==> src/design/lfd_pkg.sv <==
// Shared types and constants for the length-framed deframer with sum check.
package lfd_pkg;

  // Reset value of the start byte register, ASCII 'b'
  localparam logic [7:0] START_BYTE_RESET = 8'd98;

  // Depth of the result queue; room for two results is needed per item
  localparam int RES_DEPTH = 4;

  typedef enum logic [2:0] {
    PH_START   = 3'd0,
    PH_LENGTH  = 3'd1,
    PH_PAYLOAD = 3'd2,
    PH_CHECK   = 3'd3,
    PH_DRAIN   = 3'd4
  } phase_t;

  typedef enum logic [2:0] {
    K_DATA     = 3'd0,
    K_GOOD     = 3'd1,
    K_BADSUM   = 3'd2,
    K_BADSTART = 3'd3,
    K_TRUNC    = 3'd4
  } kind_t;

  typedef struct packed {
    kind_t       kind;
    logic [7:0]  payload_byte;
    logic [7:0]  byte_index;
    logic [7:0]  frame_length;
    logic        last;
  } result_t;

  // Results produced by one item, handed to the queue together
  typedef struct packed {
    logic [1:0] count;
    result_t    r0;
    result_t    r1;
  } push_t;

endpackage

==> src/design/length_frame_deframer_sum_check_unit.sv <==
// Top level of the length-framed deframer with 8-bit sum check.
//
// Bytes of a received buffer enter on the s_axis channel, one per item,
// with tlast on the final byte of the buffer. The first byte must match
// the start byte register, the second is the frame length N, the next N
// bytes are passed out as data results, and the byte after them is checked
// against the 8-bit wrapping sum of start byte, N and the N bytes.
// Results leave on m_axis: tuser carries the kind (data, good, bad sum,
// bad start, truncated), tdata the byte, its index and the frame length,
// and tlast marks the final result caused by one input byte.
// An accepted item is held in the input register and parsed once the
// result queue has room for two results; its results are written into
// the queue, which offers them on m_axis. One item per cycle is sustained
// while the queue has room; a byte ending a buffer mid-payload gives two
// results, through the input register, parse logic and four-entry queue.
// When the receiver stalls the queue fills and s_axis_tready drops once
// fewer than two entries are free. Reset empties the queue, returns the
// parser to waiting for a start byte and sets the start byte to 'b'.
// cfg_wen writes cfg_wdata into the start byte register; write only idle.
module length_frame_deframer_sum_check_unit
  import lfd_pkg::*;
(
  input  logic        clk,
  input  logic        rst,
  input  logic        cfg_wen,
  input  logic [7:0]  cfg_wdata,
  input  logic        s_axis_tvalid,
  output logic        s_axis_tready,
  input  logic [7:0]  s_axis_tdata,   // [7:0] data_byte
  input  logic        s_axis_tlast,   // end_of_buffer
  output logic        m_axis_tvalid,
  input  logic        m_axis_tready,
  output logic [23:0] m_axis_tdata,   // [7:0] payload_byte, [15:8] byte_index,
                                      // [23:16] frame_length
  output logic [2:0]  m_axis_tuser,   // [2:0] kind
  output logic        m_axis_tlast    // last
);

  logic [7:0] start_byte_reg;
  push_t      push;
  logic       room;
  result_t    out_res;

  // Start byte configuration register
  always_ff @(posedge clk) begin
    if (rst) begin
      start_byte_reg <= START_BYTE_RESET;
    end else if (cfg_wen) begin
      start_byte_reg <= cfg_wdata;
    end
  end

  lfd_parser u_parser (
    .clk        (clk),
    .rst        (rst),
    .start_byte (start_byte_reg),
    .in_valid   (s_axis_tvalid),
    .in_ready   (s_axis_tready),
    .in_byte    (s_axis_tdata),
    .in_eob     (s_axis_tlast),
    .room       (room),
    .push       (push)
  );

  lfd_result_queue u_queue (
    .clk       (clk),
    .rst       (rst),
    .push      (push),
    .room      (room),
    .out_valid (m_axis_tvalid),
    .out_ready (m_axis_tready),
    .out_res   (out_res)
  );

  // Result packing
  assign m_axis_tuser = out_res.kind;
  assign m_axis_tdata = {out_res.frame_length, out_res.byte_index,
                         out_res.payload_byte};
  assign m_axis_tlast = out_res.last;

endmodule

==> src/design/lfd_parser.sv <==
// Input register, frame parser state and per-item result generation.
module lfd_parser
  import lfd_pkg::*;
(
  input  logic       clk,
  input  logic       rst,
  input  logic [7:0] start_byte,
  input  logic       in_valid,
  output logic       in_ready,
  input  logic [7:0] in_byte,
  input  logic       in_eob,
  input  logic       room,
  output push_t      push
);

  logic       held_valid;
  logic [7:0] held_byte;
  logic       held_eob;
  logic       advance;

  phase_t     phase, phase_next;
  logic [7:0] length_seen, length_seen_next;
  logic [7:0] bytes_taken, bytes_taken_next;
  logic [7:0] running_sum, running_sum_next;
  logic [7:0] taken_inc;
  logic [7:0] sum_add;

  assign advance  = held_valid && room;
  assign in_ready = !held_valid || room;

  // Input register
  always_ff @(posedge clk) begin
    if (rst) begin
      held_valid <= 1'b0;
    end else if (in_ready) begin
      held_valid <= in_valid;
    end
  end

  always_ff @(posedge clk) begin
    if (in_ready && in_valid) begin
      held_byte <= in_byte;
      held_eob  <= in_eob;
    end
  end

  // Parser state
  always_ff @(posedge clk) begin
    if (rst) begin
      phase       <= PH_START;
      length_seen <= '0;
      bytes_taken <= '0;
      running_sum <= '0;
    end else if (advance) begin
      phase       <= phase_next;
      length_seen <= length_seen_next;
      bytes_taken <= bytes_taken_next;
      running_sum <= running_sum_next;
    end
  end

  assign taken_inc = bytes_taken + 8'd1;
  assign sum_add   = running_sum + held_byte;

  // Next state and results of the held item
  always_comb begin
    phase_next       = phase;
    length_seen_next = length_seen;
    bytes_taken_next = bytes_taken;
    running_sum_next = running_sum;
    push             = '0;
    push.r0.kind     = K_DATA;
    push.r1.kind     = K_DATA;

    case (phase)
      PH_START: begin
        if (held_byte != start_byte) begin
          push.count   = 2'd1;
          push.r0.kind = K_BADSTART;
          phase_next   = held_eob ? PH_START : PH_DRAIN;
        end else if (held_eob) begin
          push.count   = 2'd1;
          push.r0.kind = K_TRUNC;
          phase_next   = PH_START;
        end else begin
          running_sum_next = held_byte;
          length_seen_next = '0;
          bytes_taken_next = '0;
          phase_next       = PH_LENGTH;
        end
      end
      PH_LENGTH: begin
        length_seen_next = held_byte;
        running_sum_next = sum_add;
        bytes_taken_next = '0;
        if (held_eob) begin
          push.count           = 2'd1;
          push.r0.kind         = K_TRUNC;
          push.r0.frame_length = held_byte;
          phase_next           = PH_START;
        end else begin
          phase_next = (held_byte == 8'd0) ? PH_CHECK : PH_PAYLOAD;
        end
      end
      PH_PAYLOAD: begin
        push.count           = 2'd1;
        push.r0.kind         = K_DATA;
        push.r0.payload_byte = held_byte;
        push.r0.byte_index   = bytes_taken;
        push.r0.frame_length = length_seen;
        running_sum_next     = sum_add;
        bytes_taken_next     = taken_inc;
        if (held_eob) begin
          // truncated inside the payload: data byte then status
          push.count           = 2'd2;
          push.r1.kind         = K_TRUNC;
          push.r1.frame_length = length_seen;
          phase_next           = PH_START;
        end else if (taken_inc == length_seen) begin
          phase_next = PH_CHECK;
        end
      end
      PH_CHECK: begin
        push.count           = 2'd1;
        push.r0.kind         = (held_byte == running_sum) ? K_GOOD : K_BADSUM;
        push.r0.frame_length = length_seen;
        phase_next           = held_eob ? PH_START : PH_DRAIN;
      end
      default: begin
        // draining to end of buffer
        if (held_eob) begin
          phase_next = PH_START;
        end
      end
    endcase

    push.r0.last = (push.count == 2'd1);
    push.r1.last = (push.count == 2'd2);
    if (!advance) begin
      push.count = 2'd0;
    end
  end

  // Two results only come from a truncated payload byte
  a_two_only_payload: assert property (@(posedge clk) disable iff (rst)
    (push.count == 2'd2) |-> (phase == PH_PAYLOAD && held_eob))
    else $error("two results outside a truncated payload byte");

  // Every buffer end returns the parser to the start phase
  a_eob_restarts: assert property (@(posedge clk) disable iff (rst)
    (advance && held_eob) |=> (phase == PH_START))
    else $error("parser did not restart after end of buffer");

  // Payload index stays below the frame length
  a_index_bound: assert property (@(posedge clk) disable iff (rst)
    (phase == PH_PAYLOAD) |-> (bytes_taken < length_seen))
    else $error("payload index reached frame length");

endmodule

==> src/design/lfd_result_queue.sv <==
// Small result queue: takes up to two results per cycle, gives one while ready.
module lfd_result_queue
  import lfd_pkg::*;
(
  input  logic    clk,
  input  logic    rst,
  input  push_t   push,
  output logic    room,
  output logic    out_valid,
  input  logic    out_ready,
  output result_t out_res
);

  localparam int PTR_W = $clog2(RES_DEPTH);
  localparam int CNT_W = PTR_W + 1;

  result_t            slots [RES_DEPTH];
  logic [PTR_W-1:0]   wr_ptr;
  logic [PTR_W-1:0]   rd_ptr;
  logic [CNT_W-1:0]   count;
  logic               pop;

  assign pop       = out_valid && out_ready;
  assign out_valid = (count != '0);
  assign out_res   = slots[rd_ptr];
  assign room      = (count <= CNT_W'(RES_DEPTH - 2));

  // Storage
  always_ff @(posedge clk) begin
    if (push.count != 2'd0) begin
      slots[wr_ptr] <= push.r0;
    end
    if (push.count == 2'd2) begin
      slots[PTR_W'(wr_ptr + 1'b1)] <= push.r1;
    end
  end

  // Pointers and fill count
  always_ff @(posedge clk) begin
    if (rst) begin
      wr_ptr <= '0;
      rd_ptr <= '0;
      count  <= '0;
    end else begin
      wr_ptr <= PTR_W'(wr_ptr + PTR_W'(push.count));
      if (pop) begin
        rd_ptr <= PTR_W'(rd_ptr + 1'b1);
      end
      count <= CNT_W'(count + CNT_W'(push.count) - CNT_W'(pop));
    end
  end

  // A push only arrives when two slots are free
  a_no_overflow: assert property (@(posedge clk) disable iff (rst)
    (push.count != 2'd0) |-> (count <= CNT_W'(RES_DEPTH - 2)))
    else $error("result queue overflow");

  // Fill count never passes the depth
  a_count_bound: assert property (@(posedge clk) disable iff (rst)
    count <= CNT_W'(RES_DEPTH))
    else $error("result queue count out of range");

endmodule
==> config.mk <==
export PLATFORM = sky130hd
export DESIGN_NAME = length_frame_deframer_sum_check_unit
export DESIGN_NICKNAME = d
export VERILOG_FILES = /design/src/design/lfd_pkg.sv /design/src/design/length_frame_deframer_sum_check_unit.sv /design/src/design/lfd_parser.sv /design/src/design/lfd_result_queue.sv
export SDC_FILE = /design/constraint.sdc
export NUM_CORES = 1
export LEC_CHECK = 0
export BUFFER_PORTS_ARGS = -buffer_cell sky130_fd_sc_hd__buf_2
export CAP_MARGIN = 20
export CORE_MARGIN = 10
export CORE_UTILIZATION = 40
export CTS_CLUSTER_SIZE = 10
export DETAILED_ROUTE_END_ITERATION = 10
export HOLD_SLACK_MARGIN = 0.1
export PLACE_DENSITY = 0.58
export SYNTH_ARGS = -nofsm -noshare
export SYNTH_HDL_FRONTEND = slang
export SYNTH_SLANG_ARGS = --single-unit
==> constraint.sdc <==
create_clock -name clk -period 2.3 [get_ports clk]
set_input_delay 0.23 -clock clk [delete_from_list [all_inputs] [get_ports clk]]
set_output_delay 0.23 -clock clk [all_outputs]
set_load 0.05 [all_outputs]
==> metrics, run 1 <==
setup repair after global routing missed its margin yes; first-pass GRT wire length roughly 33000 um; Max-slew headroom 64.3%; peak fanout along the critical path 4; Routed Antenna Nets 0; Startpoint Class flop; post-synthesis register bit count approximately 170; WL per Instance 17.8 um; max reg flops 112; # DRC 0; TritonRoute pass-1 iters 5; CP Cell Sequence or3_4 -> and2_4 -> ha_1 -> inv_1 -> ha_1 -> inv_1 -> fa_2 -> xnor2_2 -> xnor2_1 -> nor2_1; fmax approximately 450 MHz; area of the multi-input gates just under 4000 um^2; Core Region 19500 um^2; Slew Limit Fails 0; fraction of layout cells with a size suffix above 1 23.3%; total power between 8 and 9 mW; port buffer count 51; CP max-delay cell or3_4; register area between 3000 and 4000 um^2; die area 25800 um^2; status finished, final reports clean; Post-synth EDFFs 49; Clk Latency, worst-skew pair 0.42 ns; row cnt 51; Max clock buf depth 2; total gr overflow 0; CTS buffer count 17; Final Setup Violations 0; # IOs 52; clock slew at reported path FFs ~0.06 ns; Post-DP Area 8830 um^2; Largest Register u_queue.slots; async set-reset flop share out of synthesis 0%; Max rail drop VDD 495 uV; CP delay by family, top adder cells; root buf cell clkbuf_16; critical path's largest stage delay ~0.39 ns; Synth Net Count 798; antenna violations before repair 0; Cells after Synth around 760; Worst-Margin Slew ~0.53 ns; Period Utilization, post-route a little over nine tenths; most used flip-flop cell after synthesis dfxtp_1; GRT Overall Usage ~16%; DP HPWL about 14000 um; Layout Skew just under 0.01 ns; PD cells about 840 nW/um^2; Die X approximately 160 um; Post-Syn Area per Cell 10.4 um^2; Worst Setup End Kind flop; LEAKAGE 3.52 nW; vias 6042; CTS H-tree lvls 4; Initial Utilization 40.6%; max_cap viols 0; CTS tree built; crit path kind reg2reg; synth unique cells 58; Ys Warns 0; CTS Sinks 166; largest net degree at the start of global routing 29; final instance area 9710 um^2; final setup margin 0.0831 ns; Fin. Hold Viols 0; fin crit period 2.22 ns; Hold Path Class in2reg; vias in the first global route roughly 6200; Critical Path AT 2.51 ns; Die Height 161 um; buffers and inverters on the worst path 2; # fillers 1737; RePlAce Congestion a little under 0.9; Antenna Cells 0; Crit path required time between 2 and 3 ns; sequential area share after synthesis 48.2%; area grow syn2layout 22.7%; post-place setup slack about 0.028 ns; Via density 5.30; Cell Area, Synth 7910 um^2; Starting DRT DRC Count 478; WL final 20400 um; nets 900
path summary, 6_finish.rpt:
check                                          from  cells past startpoint  slack [ns]                                 to
hold / removal                        m_axis_tready                      4        0.23                               flop
setup reg to reg        u_queue.count[0]$_SDFF_PP0_                     10        0.08        u_queue.count[2]$_SDFF_PP0_
setup / recovery        u_queue.count[0]$_SDFF_PP0_                     10        0.08        u_queue.count[2]$_SDFF_PP0_
hold reg to reg   u_queue.slots[2][16]$_SDFFE_PP0P_                      2        0.49  u_queue.slots[2][16]$_SDFFE_PP0P_
where the power goes:
group	total, mW	switching (mW)	internal (mW)	leakage, nW
clock network	3.01	1.17	1.84	0.308
registers	3.32	0.128	3.19	1.37
logic	1.88	1.16	0.720	1.85
worst register-to-register path, cell delays in order (launching register included):
cell	delay, ns
dfxtp_1	0.34
or3_4	0.40
and2_4	0.16
ha_1	0.28
inv_1	0.06
ha_1	0.13
inv_1	0.05
fa_2	0.35
xnor2_2	0.15
xnor2_1	0.13
nor2_1	0.05
what timing repair did:
action | 4_1_cts | 5_1_grt
setup buffers | 0 | 1
setup endpoints to repair | 0 | 57
hold buffers | 18 | 0
hold endpoints to repair | 18 | 0
resized for setup | 0 | 21
per-layer routing:
metal / vias to the layer above / GRT usage [%] / routed length [um]
met5: - / 0 / 0
met4: 0 / 5.22 / 285
met3: 21 / 3.27 / 939
met2: 157 / 27.2 / 10200
met1: 2953 / 19.6 / 8980
li1: 2911 / - / -
synthesized netlist by cell type (3+ instances only):
master | count | area share [%]
a211oi_1 | 10 | 0.95
a21oi_1 | 21 | 1.3
a22oi_1 | 8 | 0.76
and2_1 | 23 | 1.8
buf_2 | 15 | 0.95
buf_4 | 3 | 0.28
clkbuf_1 | 23 | 1.1
dfxtp_1 | 117 | 30
edfxtp_1 | 49 | 19
ha_1 | 12 | 1.9
inv_1 | 18 | 0.85
mux2i_1 | 80 | 10
mux4_2 | 28 | 8.0
nand2_1 | 36 | 1.7
nand2b_1 | 6 | 0.47
nand3_1 | 19 | 1.2
nand4_1 | 7 | 0.55
nor2_1 | 152 | 7.2
nor2_2 | 3 | 0.24
nor2b_1 | 6 | 0.47
nor3_1 | 9 | 0.57
nor4_1 | 4 | 0.32
o2111ai_1 | 3 | 0.33
o21a_1 | 3 | 0.28
o21ai_0 | 28 | 1.8
o22ai_1 | 3 | 0.24
or3_1 | 8 | 0.63
or4_1 | 4 | 0.38
xnor2_1 | 23 | 2.5
xor2_1 | 5 | 0.55
metrics by stage:
stage | hold slack (ns) | cells | setup TNS [ns] | util (%)
after floorplan | 0.329 | 762 | 0 | -
after global placement | 0.410 | 1091 | 0 | 45.4
after detailed placement | 0.409 | 1091 | 0 | 45.4
after CTS | 0.205 | 1140 | 0 | 49.5
after global routing | 0.238 | 1141 | -0.0735 | 49.9
final | 0.227 | 1141 | 0 | 49.9
cell families after synthesis:
family	synth area share [%]
AO/OA/AOI/OAI	7.53
AND/OR/NAND/NOR	17.0
buffers and inverters	3.37
adder cells (fa/ha/maj)	2.40
XOR/XNOR	3.10
multiplexers	18.4
flip-flops	48.2
cell usage in the layout (no fill, tap or decap), drive strengths merged, types with 3 or more instances in the layout:
| cell | n |
|---|---|
| and2 | 23 |
| nand3 | 20 |
| o2111ai | 3 |
| bufinv | 3 |
| nand2b | 6 |
| dfxtp | 117 |
| o21a | 3 |
| clkinv | 5 |
| nor2 | 155 |
| dlygate4sd3 | 18 |
| or3 | 8 |
| nand2 | 36 |
| nor2b | 6 |
| inv | 21 |
| ha | 12 |
| mux4 | 28 |
| xnor2 | 23 |
| mux2i | 80 |
| buf | 107 |
| nor3 | 11 |
| o22ai | 3 |
| edfxtp | 49 |
| nand4 | 7 |
| xor2 | 5 |
| a21oi | 22 |
| nor4 | 4 |
| o21ai | 29 |
| clkbuf | 21 |
| a211oi | 11 |
| a22oi | 8 |
| or4 | 4 |
cell type report:
| type | count | area share [%] |
|---|---|---|
| multi-input combinational | 535 | 40.7 |
| inverter | 19 | 0.734 |
| tap | 265 | 3.41 |
| timing repair buffer | 125 | 9.41 |
| clock inverter | 10 | 1.46 |
| clock buffer | 21 | 4.97 |
| sequential | 166 | 39.3 |
Note: power is estimated with default switching activity, not from simulation.
==> inputs of run 2 (changes only) <==
PLACE_DENSITY = 0.56   (was 0.58)
clock period = 2.4 ns   (was 2.3 ns; I/O delays follow)
==> run 2 against run 1 <==
Against the previous run: clock power is 14% lower; global-route usage rose by 0.28 points; via count increased by 0.76%; cell count is 0.70% lower; hold slack lost 0.0047 ns; die area stayed put; clock skew is essentially flat; register-to-register slack improved by 0.04 ns; worst setup slack better by 0.043 ns; count of clock-buffer cells in the layout is 1 lower; total power is 8.1% lower; non-clock buffer count decreased by 9; critical path type unchanged.
==> metrics, run 2 (synthesized netlist as in run 1, its figures left out) <==
CTS tree built (unchanged); DP HPWL 13800 um (about the same); Period Utilization, post-route 94.8% (was 96.4%); first-pass GRT wire length 33700 um (was 33100 um); CTS Sinks 166 (unchanged); fin crit period 2.27 ns (was 2.22 ns); port buffer count 51 (unchanged); TritonRoute pass-1 iters 5 (unchanged); setup repair after global routing missed its margin no (was yes); Critical Path AT 2.58 ns (was 2.51 ns); Routed Antenna Nets 0 (unchanged); PD cells 795 nW/um^2 (was 845 nW/um^2); Worst Setup End Kind flop (unchanged); # DRC 0 (unchanged); total gr overflow 0 (unchanged); hold path cells 3 (was 4); row cnt 51 (unchanged); Antenna Cells 0 (unchanged); status finished, final reports clean (unchanged); root buf cell clkbuf_16 (unchanged); Slew Limit Fails 0 (unchanged); Fin. Hold Viols 0 (unchanged); antenna violations before repair 0 (unchanged); largest net degree at the start of global routing 29 (unchanged); Crit path required time 2.70 ns (was 2.59 ns); CTS H-tree lvls 4 (unchanged); critical path's largest stage delay 0.39 ns (about the same); Max rail drop VDD 468 uV (was 495 uV); CP delay by family, top adder cells (unchanged); peak fanout along the critical path 4 (unchanged); fraction of layout cells with a size suffix above 1 20.6% (was 23.3%); buffers and inverters on the worst path 2 (unchanged); Max clock buf depth 2 (unchanged); die area 25800 um^2 (unchanged); LEAKAGE 3.46 nW (was 3.52 nW); M1 WL 9110 um (was 8980 um); Routed met2 length 10400 um (was 10200 um); Core Region 19500 um^2 (unchanged); Worst-Margin Slew 0.556 ns (was 0.531 ns); Die X 161 um (unchanged); CP max-delay cell or3_4 (unchanged); area grow syn2layout 19.9% (was 22.7%); clock slew at reported path FFs 0.06 ns (about the same); GRT Overall Usage 16.2% (was 15.9%); crit path kind reg2reg (unchanged); Initial Utilization 40.6% (unchanged); Layout Skew 0.00978 ns (about the same); nets 891 (was 900); post-CTS setup buffer count 0 (unchanged); most frequent cells in the layout nor2_1, dfxtp_1, mux2i_1, buf_2, edfxtp_1 (was nor2_1, dfxtp_1, mux2i_1, buf_2, buf_4); vias in the first global route 6328 (was 6196); Post-DP Area 8740 um^2 (was 8830 um^2); fmax 440 MHz (was 451 MHz); Clk Latency, worst-skew pair 0.43 ns (was 0.42 ns); Via density 5.37 (was 5.30); Fin Setup TNS 0 ns (unchanged); WL per Instance 18.3 um (was 17.8 um); CP Cell Sequence or3_4 -> and2_1 -> ha_1 -> inv_1 -> ha_1 -> inv_1 -> fa_2 -> xnor2_2 -> xnor2_1 -> nor2_1 (was or3_4 -> and2_4 -> ha_1 -> inv_1 -> ha_1 -> inv_1 -> fa_2 -> xnor2_2 -> xnor2_1 -> nor2_1); Largest Register u_queue.slots (unchanged); CTS buffer count 17 (unchanged); Top Layer Used met4 (unchanged); max_cap viols 0 (unchanged); vias 6088 (was 6042); Max-slew headroom 62.8% (was 64.3%); commonest non-fill, non-tap cell in the layout nor2_1 (unchanged); # IOs 52 (unchanged); R2R cell count 10 (unchanged); final instance area 9490 um^2 (was 9710 um^2); stages on the worst setup path 10 (unchanged); Die Height 161 um (unchanged); max reg flops 112 (unchanged); total power 7.54 mW (was 8.20 mW); Final Setup Violations 0 (unchanged); Starting DRT DRC Count 357 (was 478); RePlAce Congestion 0.872 (was 0.882); Startpoint Class flop (unchanged); metal3 WL 848 um (was 939 um); WL final 20700 um (was 20400 um); Hold Path Class in2reg (unchanged)
==> run 2: timing repair <==
item	4_1_cts	5_1_grt
hold buffers	18	0
resized for setup	0	4
setup endpoints to repair	0	17
hold endpoints to repair	18	0
==> run 2: layer usage <==
metal | vias up | track usage (%)
met5 | - | 0
met4 | 0 | 5.34
met3 | 24 | 3.66
met2 | 139 | 27.3
met1 | 3029 | 20.0
li1 | 2896 | -
==> run 2: final cells by class <==
type                            count  area [um^2]
Fill cell                        1784         9980
Multi-Input combinational cell    535         3900
Sequential cell                   166         3810
Timing Repair Buffer              116          817
Clock buffer                       20          479
Tap cell                          265          332
Clock inverter                     12         75.1
Inverter                           19         71.3
==> run 2: path summary, 6_finish.rpt <==
| kind | startpoint | end | slack (ns) |
|---|---|---|---|
| worst max-delay path | u_queue.count[2]$_SDFF_PP0_ | u_queue.count[2]$_SDFF_PP0_ | 0.13 |
| worst min-delay path | cfg_wen | start_byte_reg[1]$_SDFFE_PP1P_ | 0.22 |
| worst max register to register | u_queue.count[2]$_SDFF_PP0_ | u_queue.count[2]$_SDFF_PP0_ | 0.13 |
| worst min register to register | u_queue.slots[1][23]$_SDFFE_PP0P_ | u_queue.slots[1][23]$_SDFFE_PP0P_ | 0.49 |
==> run 2: power by group <==
group | leakage, nW | switching [mW] | internal (mW)
registers | 1.37 | 0.136 | 3.06
clock network | 0.280 | 1.14 | 1.44
logic | 1.81 | 1.08 | 0.674
==> run 2: per-stage QoR <==
step                util [%]  cells  hold slack, ns  worst slack [ns]
finish                  48.7   1133           0.222             0.126
floorplan                  -    762           0.339            0.0387
global placement        44.9   1083           0.420             0.112
global route            48.7   1133           0.216           0.00809
CTS                     48.7   1133           0.209            0.0418
detailed placement      44.9   1083           0.421            0.0524
==> run 2: worst register-to-register path, stage by stage (launching register included) <==
cell and delay [ns]:
dfxtp_1 0.35, or3_4 0.39, and2_1 0.20, ha_1 0.29, inv_1 0.06, ha_1 0.13
inv_1 0.04, fa_2 0.34, xnor2_2 0.15, xnor2_1 0.15, nor2_1 0.05
